`src/rtl/pew_sqrt_cell.sv`:
```
// ----------------------------------------------------------------------------
// pew_sqrt_cell
// One step of the restoring integer square root. Resolves one root bit,
// registers remainder, partial root and remaining radicand, and hands them
// to the next cell together with the side data.
// ----------------------------------------------------------------------------
module pew_sqrt_cell #(
  parameter int N      = 11,
  parameter int SIDE_W = 23
) (
  input  logic              clk,
  input  logic              rst,
  input  logic              in_valid,
  output logic              in_ready,
  input  logic [N+1:0]      in_rem,
  input  logic [N-1:0]      in_root,
  input  logic [2*N-1:0]    in_rad,
  input  logic [SIDE_W-1:0] in_side,
  output logic              out_valid,
  input  logic              out_ready,
  output logic [N+1:0]      out_rem,
  output logic [N-1:0]      out_root,
  output logic [2*N-1:0]    out_rad,
  output logic [SIDE_W-1:0] out_side
);

  logic [N+2:0] trial_a;
  logic [N+2:0] trial_b;
  logic [N+2:0] diff;
  logic         ge;
  logic [N+1:0] rem_next;
  logic [N-1:0] root_next;

  assign in_ready = !out_valid || out_ready;

  always_comb begin
    trial_a   = {1'b0, in_rem[N-1:0], in_rad[2*N-1:2*N-2]};
    trial_b   = {1'b0, in_root, 2'b01};
    diff      = trial_a - trial_b;
    ge        = !diff[N+2];
    rem_next  = ge ? diff[N+1:0] : trial_a[N+1:0];
    root_next = {in_root[N-2:0], ge};
  end

  always_ff @(posedge clk) begin
    if (rst) begin
      out_valid <= 1'b0;
    end else if (in_ready) begin
      out_valid <= in_valid;
    end
  end

  always_ff @(posedge clk) begin
    if (in_valid && in_ready) begin
      out_rem  <= rem_next;
      out_root <= root_next;
      out_rad  <= {in_rad[2*N-3:0], 2'b00};
      out_side <= in_side;
    end
  end

  a_rem_bound: assert property (@(posedge clk) disable iff (rst)
    out_valid |-> out_rem <= (N+2)'({out_root, 1'b0}))
    else $error("square root remainder exceeds twice the partial root");

  a_cell_hold: assert property (@(posedge clk) disable iff (rst)
    out_valid && !out_ready |=> out_valid && $stable(out_root))
    else $error("square root cell dropped a stalled transaction");

endmodule
```
`config.mk`:
```
export PLATFORM = sky130hd
export DESIGN_NAME = pew_sqrt_cell
export DESIGN_NICKNAME = d
export VERILOG_FILES = /design/src/rtl/pew_sqrt_cell.sv
export SDC_FILE = /design/constraint.sdc
export NUM_CORES = 1
export LEC_CHECK = 0
export BUFFER_PORTS_ARGS = -buffer_cell sky130_fd_sc_hd__buf_2
export CAP_MARGIN = 20
export CORE_MARGIN = 2
export CORE_UTILIZATION = 49
export DETAILED_ROUTE_END_ITERATION = 7
export PLACE_DENSITY_LB_ADDON = 0.15
export SYNTH_ARGS = -nofsm -noshare
export SYNTH_HDL_FRONTEND = slang
export SYNTH_SLANG_ARGS = --single-unit
```
`constraint.sdc`:
```
create_clock -name clk -period 6.15 [get_ports clk]
set_input_delay 1.23 -clock clk [delete_from_list [all_inputs] [get_ports clk]]
set_output_delay 1.23 -clock clk [all_outputs]
set_load 0.02 [all_outputs]
```
# --- Yosys cells after proc, flatten, opt, wreduce, memory -nomap -nowiden ---
# Cells that the tools add are included.
word_totals:
  reg_bits: 68
  inputBits: 73
  out_inout_bits: 71
  wordCells: 11
classes:
  n_addsub: 1
  mux: 1
  reduce_logical: 4
op_table:
  columns: ["operator", "n"]
  rows:
  - ["subtractor 13 x 13 -> 14 bit", 1]
  - ["2-to-1 mux 13 bit", 1]
  - ["zero test 1 bit", 2]
  - ["logical AND 1 bit", 1]
  - ["logical OR 1 bit", 1]

# --- Longest topological paths before layout ---
# Gate-level depths: netlist of run 1.
depth:
  word_depth: 3
  ltp_mapped: 9
  mapped_depth_nobuf: 8

# --- Least setup slack after synthesis of run 1 ---
# OpenSTA, ideal clock, no wires.
synth_timing:
  path_type: "input-to-reg"
  startpoint: "in out_ready"
  endpoint: "reg out_rad[10] (enable)"
  setup_time_ps: 432
  t_arrival_ps: 3104
  required_time_ps: 5718
  path_slack_ps: 2613
  path_stages: 2
  path_buffers: 0
  path_cell_list: "nand2b_1 and2_1"
synth_between:
  elab_chain_len: 2
synth_rtl:
  columns: ["element", "line_no", "text"]
  rows:
  - ["start, declared", "20", "input logic out_ready,"]
  - ["logical OR 1 bit", "34", "assign in_ready = !out_valid || out_ready;"]
  - ["logical AND 1 bit", "54", "if (in_valid && in_ready) begin"]
  - ["end signal, assigned", "57", "out_rad <= {in_rad[2*N-3:0], 2'b00};"]
  - ["end, declared", "23", "output logic [2*N-1:0] out_rad,"]
# Every way passes these cells.
# A chain may end at the register's enable or synchronous reset.

# --- Worst setup path in the final report of run 1 ---
layout_timing:
  startpoint: "in in_root[6]"
  endpoint: "reg out_rem[4], data pin"
layout_between:
  elab_chain_len: 2
layout_rtl:
  columns: ["element", "line_no", "text"]
  rows:
  - ["start, declared", "16", "input logic [N-1:0] in_root,"]
  - ["subtractor 13 x 13 -> 14 bit", "39", "diff = trial_a - trial_b;"]
  - ["2-to-1 mux 13 bit", "41", "rem_next = ge ? diff[N+1:0] : trial_a[N+1:0];"]
  - ["via rem_next[4]", "31", "logic [N+1:0] rem_next;"]
  - ["end signal, assigned", "55", "out_rem <= rem_next;"]
  - ["end, declared", "21", "output logic [N+1:0] out_rem,"]
# The timed path passes the listed nets, and every way through them passes these cells.

==> results.md, run 1 <==
- Outcome: finished clean
- Hold_ws: slightly above 0.5 ns
- Die H: between 70 and 80 um
- Crit-path max cell delay: about 0.48 ns
- GR Overflow Total: 0
- Worst-path fanout max: 25
- Worst Path Arrival: between 3 and 4 ns
- Switching portion of total power: between 20% and 30%
- Busiest grt layer: met2
- Initial Util: around 50%
- Core ar.: roughly 5500 um2
- PostCTS Resize Cnt: 0
- DR vias/cell: 4.70
- Hold Crit Start: out_valid
- Sw power: around 290 uW
- Pre-CTS WS: 2.81 ns
- Met3 Use GR: slightly above 7%
- Initial antenna violation count: 0
- Fin crit share: 48.5%
- CP Class: in2reg
- Most common cell in the netlist: edfxtp_1
- PortBufs: 139
- DP HPWL: approximately 4200 um
- Post-synth top area cell: edfxtp_1
- M1 GR Usage: 20.6%
- Diodes inserted: 0
- Clk_lat worst skew: ~0.33 ns
- Worst Skew: about 0.0073 ns
- Setup total negative slack: 0 ns
- Worst-path cell chain: buf_2, inv_1, ha_1, a21o_1, nor2b_1, a211o_1, nor2_4, o31ai_1
- Comb power frac: between 15 and 20%
- Overall power: roughly 1.2 mW
- Part of the power in registers: a little under half
- Int Pwr: approximately 930 uW
- Nets: about 420
- CP startpoint: in_root[6]
- Die Footprint: around 6300 um2
- Largest net degree at the start of global routing: 49
- Max-slew violation count: 0
- Slew @ Worst Pin: roughly 0.57 ns
- CP max-delay cell: nor2_4
- Hold-fix buffers at CTS: 0
- Share of cells above drive strength 1: around half
- First-pass GRT wire length: between 8000 and 9000 um
- DRT Pass-1 Iters: 4
- Final setup margin: approximately 3.2 ns
- Detail Route Antenna Nets: 0
- Synth area leaders: edfxtp_1 (72%), ha_1 (5.3%), o21ai_1 (2.1%)
- Register bit total from synthesis: 68
- RSZ-0062 raised after global routing: false
- Worst-case clock buffer depth: 2
- Post-synth top flop: edfxtp_1
- H-tree depth: 3
- Overall Global Routing Usage: between 15 and 20%
- Final Hold Vio Count: 0
- Clk pwr share: about two fifths
- Final wirelength: roughly 5700 um
- Register area share after synthesis: 72.4%
- FP Rows: 27
- Reg2reg setup slack: around 4.3 ns
- Power per cell area: about 320 nW/um2
- Data required, critical path: 6.21 ns
- Worst rel slew slack: between 60 and 70%
- Die Width: ~80 um
- Total number of vias: about 1900
- CTS tree: done
- Placed insts: 391
- Area Overhead vs Synth: 36.7%
- Top post-synthesis cells by count: edfxtp_1 (67), inv_1 (15), nand2_1 (14)
- Postcts setup bufs: 0
- Initial DRC count: 79
- Residual DRC: 0
- Number of global-route vias before repair: roughly 1700
- CTS sink cnt: slightly below 70
- Crit path capture type: flip-flop
- Drt wl/cell: around 14 um
- Final GP Congestion: about 0.85
- Clock-pin transition on the worst setup and hold timing paths: about 0.07 ns
- Root Buffer: clkbuf_8
- HP Class: reg2reg
- Max frequency: 0.336 GHz
- EDFF count, synth: 67
- Synth warn: 0
- Worst r2r src: out_valid
- Area share of the largest cell type after synthesis: a little under three quarters
- Syn Area/Cell: 15.4 um2
- Unique cell type count in the Yosys netlist: 39
- Met2 GRT Util: about 30%
- Asr flop ratio synth: 0%
- CTS buffer count: 9
- Leak: roughly 1.7 nW
- Max Cap Viol: 0
- Final min period: between 2 and 3 ns
- Setup violations, final: 0
- Startpoint Class: primary input
- Top Ports: roughly 140
- Post-synthesis cell count: approximately 180
- Finished Layout Cells: between 400 and 500
- Syn Std Cell Area: between 2000 and 3000 um2
- Max VDD drop: 0.197 mV
-- routing by layer --
metal  up-vias  wire length (um)
li1        970                 -
met4         0                68
met3         6               406
met2        84              2850
met5         -                 0
met1       850              2330
-- stage by stage --
| stage | cell area [um2] | utilization [%] |
|---|---|---|
| floorplan | 2810 | - |
| global placement | 3570 | 64.9 |
| detailed placement | 3570 | 64.9 |
| CTS | 3840 | 69.7 |
| global route | 3840 | 69.7 |
| finish | 3840 | 69.7 |
-- power by group through the flow --
| stage | Clock (mW) | Combinational, mW | Sequential (mW) |
|---|---|---|---|
| floorplan | 0 | 0.0794 | 0.611 |
| global placement | 0 | 0.184 | 0.566 |
| detailed placement | 0 | 0.188 | 0.567 |
| CTS | 0.485 | 0.188 | 0.557 |
| global route | 0.501 | 0.204 | 0.559 |
| finish | 0.474 | 0.186 | 0.556 |
-- path summary, 6_finish.rpt --
check / end / cells past startpoint
worst max-delay path: out_rem[4] / 8
worst min-delay path: out_valid / 2
worst min register to register: out_valid / 2
worst max register to register: out_rad[13] / 3
-- area by class of cell --
cell class              count  area [um2]
repair buffers            140         703
well taps                  72        90.1
multi-input cells          95         689
fillers                   428        1670
flip-flops and latches     68        2030
inverters                  16        60.1
clock inverters             6         138
clock buffers               9         124
-- worst max-delay path: cells and delay by family --
| family | cells | cell delay [ns] |
|---|---|---|
| adder cells (fa/ha/maj) | 1 | 0.34 |
| buffers and inverters | 2 | 0.13 |
| AND/OR/NAND/NOR | 2 | 0.62 |
| AO/OA/AOI/OAI | 3 | 0.72 |
-- kinds of logic (layout without fill, tap and decap cells) --
group / count (synthesis) / count (layout) / synth area share (%)
flops: 68 / 68 / 72.4
other cells: 1 / 2 / 0.134
fa+ha+maj: 12 / 12 / 5.35
buf+inv: 20 / 171 / 3.21
simple gates: 33 / 33 / 6.38
xor+xnor: 10 / 10 / 3.12
compound gates: 38 / 38 / 9.41
-- flip-flops by register name (all words and copies together) (netlist names) --
register / cells
out_rem: 13
out_root: 11
out_valid: 1
out_rad: 20
out_side: 23
-- placed cells by master (no fill, tap or decap), types with 2 or more instances in the layout --
master / synthesis / routed
buf_2: 0 / 139
edfxtp_1: 67 / 67
inv_1: 15 / 15
nand2_1: 14 / 14
o21ai_1: 12 / 12
ha_1: 12 / 12
clkbuf_8: 0 / 9
xor2_1: 6 / 6
a21oi_1: 5 / 5
o21a_1: 4 / 4
nor2_1: 4 / 4
xnor2_1: 4 / 4
bufinv_16: 0 / 4
o21ai_0: 3 / 3
o21bai_1: 2 / 2
nor2b_1: 2 / 2
a211o_1: 2 / 2
nor3_1: 2 / 2
nand2b_1: 2 / 2
conb_1: 1 / 2
clkinv_4: 0 / 2
Power figures use the tool's default switching activity.
==> run 2: changes to the inputs <==
--- a/config.mk
+++ b/config.mk
@@ -8,7 +8,7 @@
 export BUFFER_PORTS_ARGS = -buffer_cell sky130_fd_sc_hd__buf_2
 export CAP_MARGIN = 20
 export CORE_MARGIN = 2
-export CORE_UTILIZATION = 49
+export CORE_UTILIZATION = 41
 export DETAILED_ROUTE_END_ITERATION = 7
 export PLACE_DENSITY_LB_ADDON = 0.15
 export SYNTH_ARGS = -nofsm -noshare
==> constraint.sdc (replaced) <==
create_clock -name clk -period 2.7 [get_ports clk]
set_input_delay 0.54 -clock clk [delete_from_list [all_inputs] [get_ports clk]]
set_output_delay 0.54 -clock clk [all_outputs]
set_load 0.02 [all_outputs]
==> run 2 against run 1 <==
Clock-buffer cell count stayed put. Routed wire length shrank 0.69%. Worst hold slack got worse by 0.16 ns. Critical path depth unchanged. Setup slack worse by 2.6 ns. Sequential share of layout area shrank 0.24 points. First-iteration DRC count down 15%.
==> results.md, run 2 (same netlist as run 1, synthesis figures left out) <==
- Placed insts: 402 (+2.8%)
- Postcts setup bufs: 0 (unchanged)
- CTS sink cnt: 68 (unchanged)
- Hold Crit Start: rst
- Max frequency: 0.470 GHz
- Hold Path Stages: 2 (unchanged)
- Worst Path Arrival: 2.22 ns (-0.82 ns)
- Power per cell area: 703 nW/um2 (+120%)
- Clk_lat worst skew: 0.33 ns (about the same)
- First-pass GRT wire length: 8460 um (+1.5%)
- CTS tree: done
- Worst r2r src: out_valid
- Die Footprint: 7520 um2 (+18%)
- Fin crit share: 78.8%
- Worst-case clock buffer depth: 2 (unchanged)
- Max-slew violation count: 0 (unchanged)
- Nets: 418 (+0.72%)
- Diodes inserted: 0 (unchanged)
- Worst-path fanout max: 5 (-80%)
- RSZ-0062 raised after global routing: false
- DR vias/cell: 4.72 (+0.33%)
- DRT Pass-1 Iters: 4 (unchanged)
- Max VDD drop: 0.275 mV (+39%)
- Clock-pin transition on the worst setup and hold timing paths: 0.08 ns (about the same)
- Finished Layout Cells: 418 (+3.0%)
- Worst-path cell chain: buf_2, ha_1, or3_4, o22ai_4, a21oi_2, nor4_2, nor4bb_1, a211o_1
- Total number of vias: 1973 (+3.3%)
- Startpoint Class: primary input
- HP Class: in2reg
- Crit path capture type: flip-flop
- Area Overhead vs Synth: 37.3%
- Largest register by flop count: out_side
- R2R cell count: 3 (unchanged)
- Initial Util: 41.8% (-9.2 points)
- GR Overflow Total: 0 (unchanged)
- Die H: 86.7 um (+8.9%)
- Final setup margin: 0.572 ns (-2.60 ns)
- Most frequent cells in the layout: buf_2 (139), edfxtp_1 (67), inv_1 (15)
- Final GP Congestion: 0.826 (-2.9%)
- Crit-path max cell delay: 0.36 ns (-0.12 ns)
- Largest net degree at the start of global routing: 39 (-20%)
- Fillers: 578 (+35%)
- Multi-input logic area: 689 um2 (unchanged)
- Commonest non-fill, non-tap cell in the layout: buf_2
- Hold-fix buffers at CTS: 0 (unchanged)
- Initial antenna violation count: 0 (unchanged)
- Outcome: finished clean
- Core ar.: 6720 um2 (+22%)
- CTS buffer count: 9 (unchanged)
- Detail Route Antenna Nets: 0 (unchanged)
- Largest register FFs: 23 (unchanged)
- Drt wl/cell: 13.4 um (-3.5%)
- Final Hold Vio Count: 0 (unchanged)
- Max Cap Viol: 0 (unchanged)
- Setup total negative slack: 0 ns (unchanged)
- CP Class: in2reg
- Final wirelength: 5610 um (-0.69%)
- Hold_ws: 0.353 ns (-0.157 ns)
- Final min period: approximately 2.1 ns
- Residual DRC: 0 (unchanged)
- FP Rows: 30 (+11%)
- End-of-flow core utilization: 57.4% (-12 points)
- PostCTS Resize Cnt: 0 (unchanged)
- DP HPWL: 4290 um (+1.2%)
- FF/Latch Area: 2030 um2 (unchanged)
- Die Width: 86.7 um (+8.9%)
- Worst Skew: 0.00745 ns (+0.000140 ns)
- Share of cells above drive strength 1: 49.7% (+0.60 points)
- Leak: 1.73 nW (about the same)
- PortBufs: 139 (unchanged)
- Buffers and inverters on the worst path: 1 (-1)
- Pre-CTS WS: 0.212 ns (-2.59 ns)
- CP startpoint: in_rem[2]
- Largest regs: out_side (23), out_rad (20), out_rem (13)
- CP max-delay cell: or3_4
- Root Buffer: clkbuf_8
- Setup violations, final: 0 (unchanged)
- Crit. path cell count: 8 (unchanged)
- Number of global-route vias before repair: 1741 (-0.40%)
- Data required, critical path: 2.79 ns (-3.42 ns)
- Top Ports: 144 (unchanged)
- Overall Global Routing Usage: 15.0% (-3.0 points)
- H-tree depth: 3 (unchanged)
- CP top delay family: simple AND/OR/NAND/NOR gates
- Initial DRC count: 67 (-15%)
==> run 2: where the power goes <==
group          leakage, nW  total, mW  internal [mW]  switching [mW]
clock                0.116       1.01          0.618           0.392
combinational        0.960      0.432          0.168           0.264
sequential           0.658       1.27           1.25          0.0144
==> run 2: per-stage QoR <==
stage                     instance area (um2)  total power, mW
after floorplan                          2810             1.57
after global placement                   3610             1.72
after detailed placement                 3610             1.73
after CTS                                3850             2.74
after global routing                     3850             2.84
final                                    3850             2.71
==> run 2: layer usage <==
metal  vias to the layer above  share of wire (%)  track usage (%)
met4                         0                2.3             8.10
met5                         -                  0                0
met1                       896                 43             19.0
li1                        975                  -                -
met2                        90                 47             23.0
met3                        12                7.9             4.95
==> run 2: area by class of cell <==
class                      count  share of cell area [%]
multi-input combinational     95                    17.9
inverter                      16                    1.56
clock inverter                 7                    3.18
tap                           80                    2.60
clock buffer                   9                    3.21
timing repair buffer         143                    18.8
sequential                    68                    52.7
==> run 2: path summary, 6_finish.rpt <==
kind	slack, ns	endpoint
max reg2reg	1.35	out_side[17]
min	0.35	out_valid
max	0.57	out_rem[11]
min reg2reg	0.53	out_valid
==> run 3: changes to the inputs <==
==> constraint.sdc (replaced) <==
create_clock -name clk -period 1.95 [get_ports clk]
set_input_delay 0.39 -clock clk [delete_from_list [all_inputs] [get_ports clk]]
set_output_delay 0.39 -clock clk [all_outputs]
set_load 0.02 [all_outputs]
==> run 3 against run 2 <==
Worst hold slack got worse by 0.14 ns. Routed wire length increased by 8.4%. Final cell count grew 6.2%. Sequential power grew 39%. Utilization increased by 3.7 points. Critical path type unchanged. Critical endpoint unchanged. Largest power group unchanged.
==> results.md, run 3 (same netlist as run 1, synthesis figures left out) <==
- Worst Skew: 0.00600 ns (-0.00145 ns)
- HP Class: in2reg
- Overall Global Routing Usage: 16.2% (+1.1 points)
- Max frequency: 0.532 GHz
- Final min period: 1.88 ns
- Multi-input logic area: 758 um2 (+10%)
- Largest register by flop count: out_side
- CTS tree: done
- Initial Util: 41.8% (unchanged)
- Fin crit share: a little over nine tenths
- Detail Route Antenna Nets: 0 (unchanged)
- Commonest non-fill, non-tap cell in the layout: buf_2
- Setup total negative slack: 0 ns (unchanged)
- CTS buffer count: 9 (unchanged)
- Dpl cell area: 3890 um2 (+7.9%)
- Max-slew violation count: 0 (unchanged)
- Worst Path Arrival: 1.97 ns (-0.25 ns)
- Share of cells above drive strength 1: 55.5% (+5.8 points)
- GR Overflow Total: 0 (unchanged)
- Max Cap Viol: 0 (unchanged)
- Nets: 444 (+6.2%)
- Area Overhead vs Synth: 46.2%
- R2R cell count: 3 (unchanged)
- Largest register FFs: 23 (unchanged)
- Largest regs: out_side (23), out_rad (20), out_rem (13)
- First-pass GRT wire length: 9250 um (+9.4%)
- PortBufs: 139 (unchanged)
- Number of global-route vias before repair: 1984 (+14%)
- Core ar.: 6720 um2 (unchanged)
- Clk_lat worst skew: 0.33 ns (about the same)
- Total number of vias: 2073 (+5.1%)
- Die Footprint: 7520 um2 (unchanged)
- Worst-case clock buffer depth: 2 (unchanged)
- Residual DRC: 0 (unchanged)
- Metal3 WL: 481 um (+9.1%)
- Clock-pin transition on the worst setup and hold timing paths: 0.07 ns (about the same)
- Final wirelength: 6090 um (+8.4%)
- Initial DRC count: 81 (+21%)
- DP HPWL: 4730 um (+10%)
- Max VDD drop: 0.322 mV (+17%)
- Final setup margin: 0.0708 ns (-0.501 ns)
- Startpoint Class: primary input
- Largest net degree at the start of global routing: 35 (-10%)
- Outcome: finished clean
- Drt wl/cell: 13.7 um (+2.0%)
- DR top layer: met4
- Setup violations, final: 0 (unchanged)
- FP Rows: 30 (unchanged)
- Die H: 86.7 um (unchanged)
- Met2 WL: 2990 um (+13%)
- CP Class: in2reg
- CTS sink cnt: 68 (unchanged)
- Power per cell area: 871 nW/um2 (+24%)
- End-of-flow core utilization: 61.1% (+3.7 points)
- Hold Path Stages: 2 (unchanged)
- Diodes inserted: 0 (unchanged)
- Final Hold Vio Count: 0 (unchanged)
- FF/Latch Area: 2030 um2 (unchanged)
- Met1 wire length: 2520 um (+4.9%)
- Postcts setup bufs: 0 (unchanged)
- DR vias/cell: 4.67 (-1.1%)
- Final GP Congestion: 0.794 (-4.0%)
- Hold_ws: 0.212 ns (-0.141 ns)
- Root Buffer: clkbuf_8
- Pre-CTS WS: -0.370 ns (-0.581 ns)
- DRT Pass-1 Iters: 4 (unchanged)
- Fillers: 537 (-7.1%)
- Fin area: 4100 um2 (+6.5%)
- Initial antenna violation count: 0 (unchanged)
- Top Ports: 144 (unchanged)
- Crit path capture type: flip-flop
- H-tree depth: 3 (unchanged)
- Leak: 1.85 nW (+7.0%)
- Worst-path fanout max: 3 (-2)
- Data required, critical path: 2.04 ns (-0.75 ns)
- Most frequent cells in the layout: buf_2 (138), edfxtp_1 (67), buf_4 (29)
- RSZ-0062 raised after global routing: true
- Die Width: 86.7 um (unchanged)
-- run 3: cell count changes in the layout (fill, tap and decap cells not counted), sizes merged --
cell,change
clkbuf,+1
buf,+26
clkinvlp,-1
inv,-1
clkinv,+3
bufinv,-2
-- run 3: timing repair --
action                     CTS  global route
resized for setup            0             7
setup endpoints to repair    0             5
hold buffers                 0             0
-- run 3: worst paths after layout --
| kind | start | endpoint | slack (ns) |
|---|---|---|---|
| setup / recovery | in_root[0] | out_rem[11] | 0.07 |
| hold / removal | rst | out_valid | 0.21 |
| setup reg to reg | out_valid | out_side[19] | 0.82 |
| hold reg to reg | out_valid | out_valid | 0.53 |
-- run 3: cell type report --
| type | count | share of cell area [%] |
|---|---|---|
| well taps | 80 | 2.44 |
| repair buffers | 169 | 23.1 |
| multi-input cells | 95 | 18.5 |
| clock buffers | 10 | 3.11 |
| flip-flops and latches | 68 | 49.5 |
| clock inverters | 6 | 1.59 |
| inverters | 16 | 1.77 |
-- run 3: report_power, final --
part	leakage (nW)	switching, mW	internal (mW)	total, mW
sequential	0.658	0.0224	1.73	1.76
combinational	1.10	0.394	0.301	0.695
clock	0.0962	0.531	0.591	1.12
-- run 3: critical path: stages --
cell      delay (ns)
buf_4           0.13
inv_12          0.03
ha_4            0.14
or3_4           0.39
o22ai_4         0.24
a211oi_4        0.11
o21ai_1         0.13
o21ba_1         0.15
a211o_1         0.26
-- run 3: metrics by stage --
stage	cells	total power [mW]
2_1_floorplan	183	2.19
3_3_place_gp	428	2.47
3_5_place_dp	428	2.48
4_1_cts	444	3.61
5_1_grt	444	3.75
6_report	444	3.57
-- run 3: per-layer routing --
layer	vias to the layer above	GRT usage, %
met5	-	0
met4	0	6.25
met3	9	5.14
met2	89	27.3
met1	949	19.4
li1	1026	-
